--- config.mk ---
export PLATFORM = sky130hd
export DESIGN_NAME = p2sg_div
export DESIGN_NICKNAME = d
export VERILOG_FILES = /design/src/hw/rtl/p2sg_div.sv
export SDC_FILE = /design/constraint.sdc
export NUM_CORES = 2
export LEC_CHECK = 0
export BUFFER_PORTS_ARGS = -buffer_cell sky130_fd_sc_hd__clkbuf_2
export CAP_MARGIN = 40
export CORE_MARGIN = 5
export CORE_UTILIZATION = 30
export DETAILED_ROUTE_END_ITERATION = 8
export PLACE_DENSITY_LB_ADDON = 0.05
export SLEW_MARGIN = 15
export SYNTH_ARGS = -nofsm -noshare
export SYNTH_HDL_FRONTEND = slang
export SYNTH_SLANG_ARGS = --single-unit
--- constraint.sdc ---
create_clock -name clk_i -period 10.4 [get_ports clk_i]
set_input_delay 2.08 -clock clk_i [delete_from_list [all_inputs] [get_ports clk_i]]
set_output_delay 2.08 -clock clk_i [all_outputs]
set_load 0.01 [all_outputs]
--- src/hw/rtl/p2sg_div.sv ---
module p2sg_div #(
  parameter int NUM_W = 59,
  parameter int DEN_W = 36,
  parameter int QUO_W = 27,
  parameter int TAG_W = 8
) (
  input  logic             clk_i,
  input  logic             rst_ni,
  input  logic             en_i,
  input  logic             valid_i,
  input  logic [NUM_W-1:0] num_i,
  input  logic [DEN_W-1:0] den_i,
  input  logic [TAG_W-1:0] tag_i,
  output logic             valid_o,
  output logic [QUO_W-1:0] quo_o,
  output logic [TAG_W-1:0] tag_o
);

  // one quotient bit per stage; low_q shifts numerator bits out, quotient bits in
  logic             vld_q [QUO_W];
  logic [DEN_W-1:0] rem_q [QUO_W];
  logic [DEN_W-1:0] den_q [QUO_W];
  logic [QUO_W-1:0] low_q [QUO_W];
  logic [TAG_W-1:0] tag_q [QUO_W];

  for (genvar k = 0; k < QUO_W; k++) begin : g_bit
    logic             vld_in;
    logic [DEN_W-1:0] rem_in;
    logic [DEN_W-1:0] den_in;
    logic [QUO_W-1:0] low_in;
    logic [TAG_W-1:0] tag_in;
    logic [DEN_W:0]   trial;
    logic             ge;

    if (k == 0) begin : g_first
      assign vld_in = valid_i;
      assign rem_in = DEN_W'(num_i >> QUO_W);
      assign den_in = den_i;
      assign low_in = QUO_W'(num_i);
      assign tag_in = tag_i;
    end else begin : g_next
      assign vld_in = vld_q[k-1];
      assign rem_in = rem_q[k-1];
      assign den_in = den_q[k-1];
      assign low_in = low_q[k-1];
      assign tag_in = tag_q[k-1];
    end

    assign trial = {rem_in, low_in[QUO_W-1]};
    assign ge    = (trial >= {1'b0, den_in});

    always_ff @(posedge clk_i or negedge rst_ni) begin
      if (!rst_ni) begin
        vld_q[k] <= 1'b0;
      end else if (en_i) begin
        vld_q[k] <= vld_in;
      end
    end

    always_ff @(posedge clk_i) begin
      if (en_i) begin
        rem_q[k] <= ge ? DEN_W'(trial - {1'b0, den_in}) : DEN_W'(trial);
        den_q[k] <= den_in;
        low_q[k] <= {low_in[QUO_W-2:0], ge};
        tag_q[k] <= tag_in;
      end
    end
  end

  assign valid_o = vld_q[QUO_W-1];
  assign quo_o   = low_q[QUO_W-1];
  assign tag_o   = tag_q[QUO_W-1];

endmodule

---- Yosys cells after proc, flatten, opt, wreduce, memory -nomap -nowiden ----
Memories as Yosys holds them, arrays and structs flattened.
Cells that the tools add are included.
operators by class
  $add $sub $neg .......................... 27
  magnitude comparators ................... 27
  muxes and demuxes ....................... 29
operators with widths
  cell                                                            count
  36-bit two-way mux                                              27
  37-bit by 36-bit greater-or-equal comparator with 1-bit output  26
  36-bit subtractor                                               26
  33-bit by 36-bit greater-or-equal comparator with 1-bit output  1
  33-bit by 36-bit subtractor with 36-bit output                  1
  1-bit two-way mux                                               2
storage, ports and cells
  bits in registers ....................... 27
  RAM bits ................................ 2889
  bits of input ports ..................... 107
  output and inout port bits .............. 36
  memories kept ........................... 4
memory list
  name   depth  width  read ports  clocked after Yosys merged registers in  wr ports  RTL line  RTL
  den_q  27     36     26          0                                        27        22        logic [DEN_W-1:0] den_q [QUO_W];
  rem_q  27     36     26          0                                        27        21        logic [DEN_W-1:0] rem_q [QUO_W];
  low_q  27     27     27          0                                        27        23        logic [QUO_W-1:0] low_q [QUO_W];
  tag_q  27     8      27          0                                        27        24        logic [TAG_W-1:0] tag_q [QUO_W];

---- Depth between registers and ports, before layout ----
An unclocked memory read counts as a cell.
  word-level depth ........................ 3
  mapped depth ............................ 17
  mapped depth without buffers ............ 15

---- Worst setup path before layout ----
Ideal clock, no wire load.
  path type ............................... input -> register
  from .................................... input port num_i[26]
  to ...................................... memory rem_q[0][17] (data pin)
  library setup time ...................... 0.267 ns
  data arrival time ....................... 4.789 ns
  required time ........................... 10.133 ns
  setup slack ............................. 5.344 ns
  stages on the path ...................... 16
  cells stage by stage .................... inv_1 > ha_1 > fa_1 > nand2b_1 > a21boi_0 > o21ai_0 > a211o_1 > nand4b_1 > a41oi_2 > o211a_1 > a21boi_0 > o21ai_1 > buf_2 > buf_2 > nand2_1 > o21ai_0
RTL lines
  element          RTL line  RTL
  start, declared  11        input logic [NUM_W-1:0] num_i,
  end, declared    21

==> impl_results.md <==
* Met2 Use GR at 0.294
* Crit share post-route at 0.489
* Synth-to-Final Area Change at 13.4%
* Final setup viols at 0
* Status: finished, final reports clean
* Grt met1 use at 0.182
* Num CTS Buffers at about 350
* Worst-case reg-to-reg path depth at 13
* Final hold viol count at 0
* CP max FO at 65
* Syn Area/Cell at 11.9 um^2
* Clock latency on the worst-skew pair at approximately 0.98 ns
* Antenna violations before repair at 9
* CTS resizes at 0
* TritonCTS clock tree: built
* Clock Power Share at 0.231
* CP delay by family, top: compound AO/OA/AOI/OAI gates
* CTS Hold Bufs at 0
* EDFF count, synth at 2,817
* Clock sinks at roughly 2,800
* Critical Path Source Type: input port
* Ports at ~140
* Hold Path Class: reg2reg
* Rows at between 200 and 300
* Critical Path Stages at 15
* Psw at between 0.015 and 0.02 W
* Pre-Repair DR Iteration Count at 6
* Core area at just under 0.5 mm^2
* Max_cap viols at 0
* Clock skew at about 0.073 ns
* Post-synth ARST share at 0.00949
* Non-filler cells, final at between 15,000 and 20,000
* FILL cells at 48,200
* Crit. End Element: register
* Max transition margin at 0.298
* CP max stage delay at between 0.4 and 0.5 ns
* Met3 Usage GRT at 0.0190
* P_leak at around 66 nW
* 1st-iter DRT viols at roughly 5,300
* Global-route wire length before repair at approximately 600,000 um
* Pin count of the biggest net entering global routing at between 150 and 200
* Setup TNS Final at 0 ns
* Synth area leader: edfxtp_1
* Buf+Inv Stages, Crit Path at 3
* Root Buffer Master: clkbuf_16
* Flop pwr share at 0.355
* Achievable Freq at about 0.20 GHz
* Detailed-placement wirelength estimate at about 310,000 um
* Worst slew pin tran at around 1.1 ns
* Peak supply drop at 0.140 mV
* Number of routed nets with antenna violations at 0
* P_int at between 0.03 and 0.04 W
* Die height at just over 700 um
* Synth Net Count at approximately 13,000
* Via count at 93,100
* CP max stage cell: o41ai_1
* Distinct cells, synth at around 120
* Required time worst endpoint at 11.17 ns
* Clk slew on worst S/H paths at ~0.060 ns
* CP arrival at just under 6 ns
* Most numerous cell in the Yosys netlist: edfxtp_1
* H-tree depth at 5
* Top cell types by occurrence after synthesis: 2,817 x edfxtp_1, 1,196 x inv_1, 1,000 x a21oi_1, 969 x ha_1, 923 x nand2_1
* Sw Ratio at 0.378
* Vias per std cell at slightly below 5
* Min-Delay Path Depth at 0
* Final nets at around 14,000
* Layout cells sized above 1 at 0.0872
* Multi-input combinational cell area at between 0.05 and 0.06 mm^2
* WL per Instance at between 20 and 25 um
* Crit path cell chain: clkbuf_2 > inv_1 > ha_1 > fa_1 > nand2b_1 > a21boi_0 > o21ai_0 > a211o_1 > nand4b_1 > a41oi_2 > o211a_1 > a21boi_0 > o21ai_4 > buf_4 > o41ai_1
* Largest cells by area after synthesis: edfxtp_1 58%, ha_1 8.3%, a21oi_1 3.4%, inv_1 3.1%, o21ai_0 3.0%
* Maximum root-to-sink buffer count at 4
* Gate power share at 0.414
* Final wirelength at around 400,000 um
* WS Path Type: in2reg
* Initial Utilization at 0.300
* Vias in the first global route at between 90,000 and 100k
* Post-synthesis cell area at 0.147 mm^2
* GRT Util Overall at 0.156
* Routability cong. at 0.842
* CP most frequent cell: a21boi_0
* Ys Warns at 0
* Cell count after synthesis at 12,300
* Setup bufs post-CTS at 0
* Top cell type's share of synthesized area at 0.576
* Pwr Density at between 300 and 400 mW/mm^2
* Busiest grt layer: met2
* Inst Count DP at approximately 19,000
* Count of input and output buffers at between 100 and 150
* # DRC at 0
* Die width at about 710 um
* Synthesis-stage register bit count at 2,844
* RSZ-0062 raised after global routing: no
* Power consumption at 0.0515 W
* Die ar. at roughly 0.5 mm^2
* Pins over their slew limit at 0
* Most used DFF post-synth: edfxtp_1
* Storage element area at roughly 0.085 mm^2
* Total gr overflow at 0
* Sequential-to-total area share from yosys stat at 0.581
* Min Clock Period, post-route at 5.09 ns
[stage by stage]
| stage | instance area (um^2) | util | worst slack, ns | hold WS, ns |
|---|---|---|---|---|
| 2_1_floorplan | 147000 | - | 5.34 | 0.400 |
| 3_3_place_gp | 155000 | 0.317 | 4.27 | 0.400 |
| 3_5_place_dp | 155000 | 0.318 | 4.29 | 0.405 |
| 4_1_cts | 166000 | 0.340 | 5.41 | 0.386 |
| 5_1_grt | 166000 | 0.341 | 5.08 | 0.405 |
| 6_report | 166000 | 0.341 | 5.31 | 0.395 |
[area by class of cell]
cell class	instances	share of cell area
flip-flops and latches	2844	0.512
multi-input cells	7978	0.335
clock buffers	423	0.0545
well taps	6475	0.0487
inverters	1201	0.0271
clock inverters	207	0.0119
repair buffers	222	0.0101
diodes	12	0.000180
[per-layer routing]
metal	up-vias	wire [um]
met5	-	0
met4	0	14400
met3	587	11800
met2	1383	212000
met1	45300	164000
li1	45800	-
[final timing paths]
path	slack [ns]	to	from
max	5.31	rem_q[0][11]	num_i[26]
min	0.39	low_q[1][109]	low_q[1][81]
max reg2reg	5.58	rem_q[11][11]	den_q[10][13]
min reg2reg	0.39	low_q[1][109]	low_q[1][81]
max in group asynchronous	9.05	g_bit[4].vld_in	rst_ni
min in group asynchronous	0.96	g_bit[1].vld_in	rst_ni
[state kept, by name, indices dropped and copies added, names as in the netlist]
register,flops
tag_q,216
den_q,936
low_q,729
rem_q,936
valid_o,1
g_bit.vld_in,26
[logic make-up (layout without fill, tap and decap cells)]
logic type	after synthesis	after routing	share of synthesized area
AOI/OAI and AO/OA	3288	3288	0.140
xor gates and xnor gates	784	784	0.0468
adders and majority gates	995	995	0.0861
buffers and inverters	1475	2053	0.0397
DFF	2844	2844	0.581
muxes	302	302	0.0230
other	0	12	0
and+or+nand+nor	2609	2609	0.0838
[layout by cell type, fill, tap and decap left out, types with 46 or more instances in the layout]
| cell | n |
|---|---|
| inv_1 | 1196 |
| a211oi_1 | 72 |
| xor2_1 | 335 |
| clkinv_2 | 64 |
| nor2_1 | 627 |
| o21bai_1 | 109 |
| clkbuf_16 | 352 |
| mux2_2 | 261 |
| a21o_1 | 515 |
| buf_4 | 46 |
| and3_1 | 108 |
| ha_1 | 969 |
| o21a_1 | 125 |
| o21ai_0 | 869 |
| clkinv_1 | 65 |
| a31oi_1 | 100 |
| a21oi_1 | 999 |
| clkbuf_1 | 71 |
| xnor2_1 | 449 |
| clkbuf_2 | 141 |
| o31ai_1 | 72 |
| edfxtp_1 | 2817 |
| nand2b_1 | 146 |
| nand4_1 | 137 |
| nand2_1 | 923 |
| nor2b_1 | 164 |
| nand3_1 | 173 |
| nor3_1 | 96 |
[power by group through the flow]
stage	Sequential (W)	Clock (W)	Combinational, W
floorplan	0.0174	0	0.0159
global placement	0.0187	0	0.0214
detailed placement	0.0186	0	0.0214
CTS	0.0184	0.0125	0.0216
global route	0.0185	0.0129	0.0238
finish	0.0183	0.0119	0.0213
Note: power is estimated with default switching activity, not from simulation.
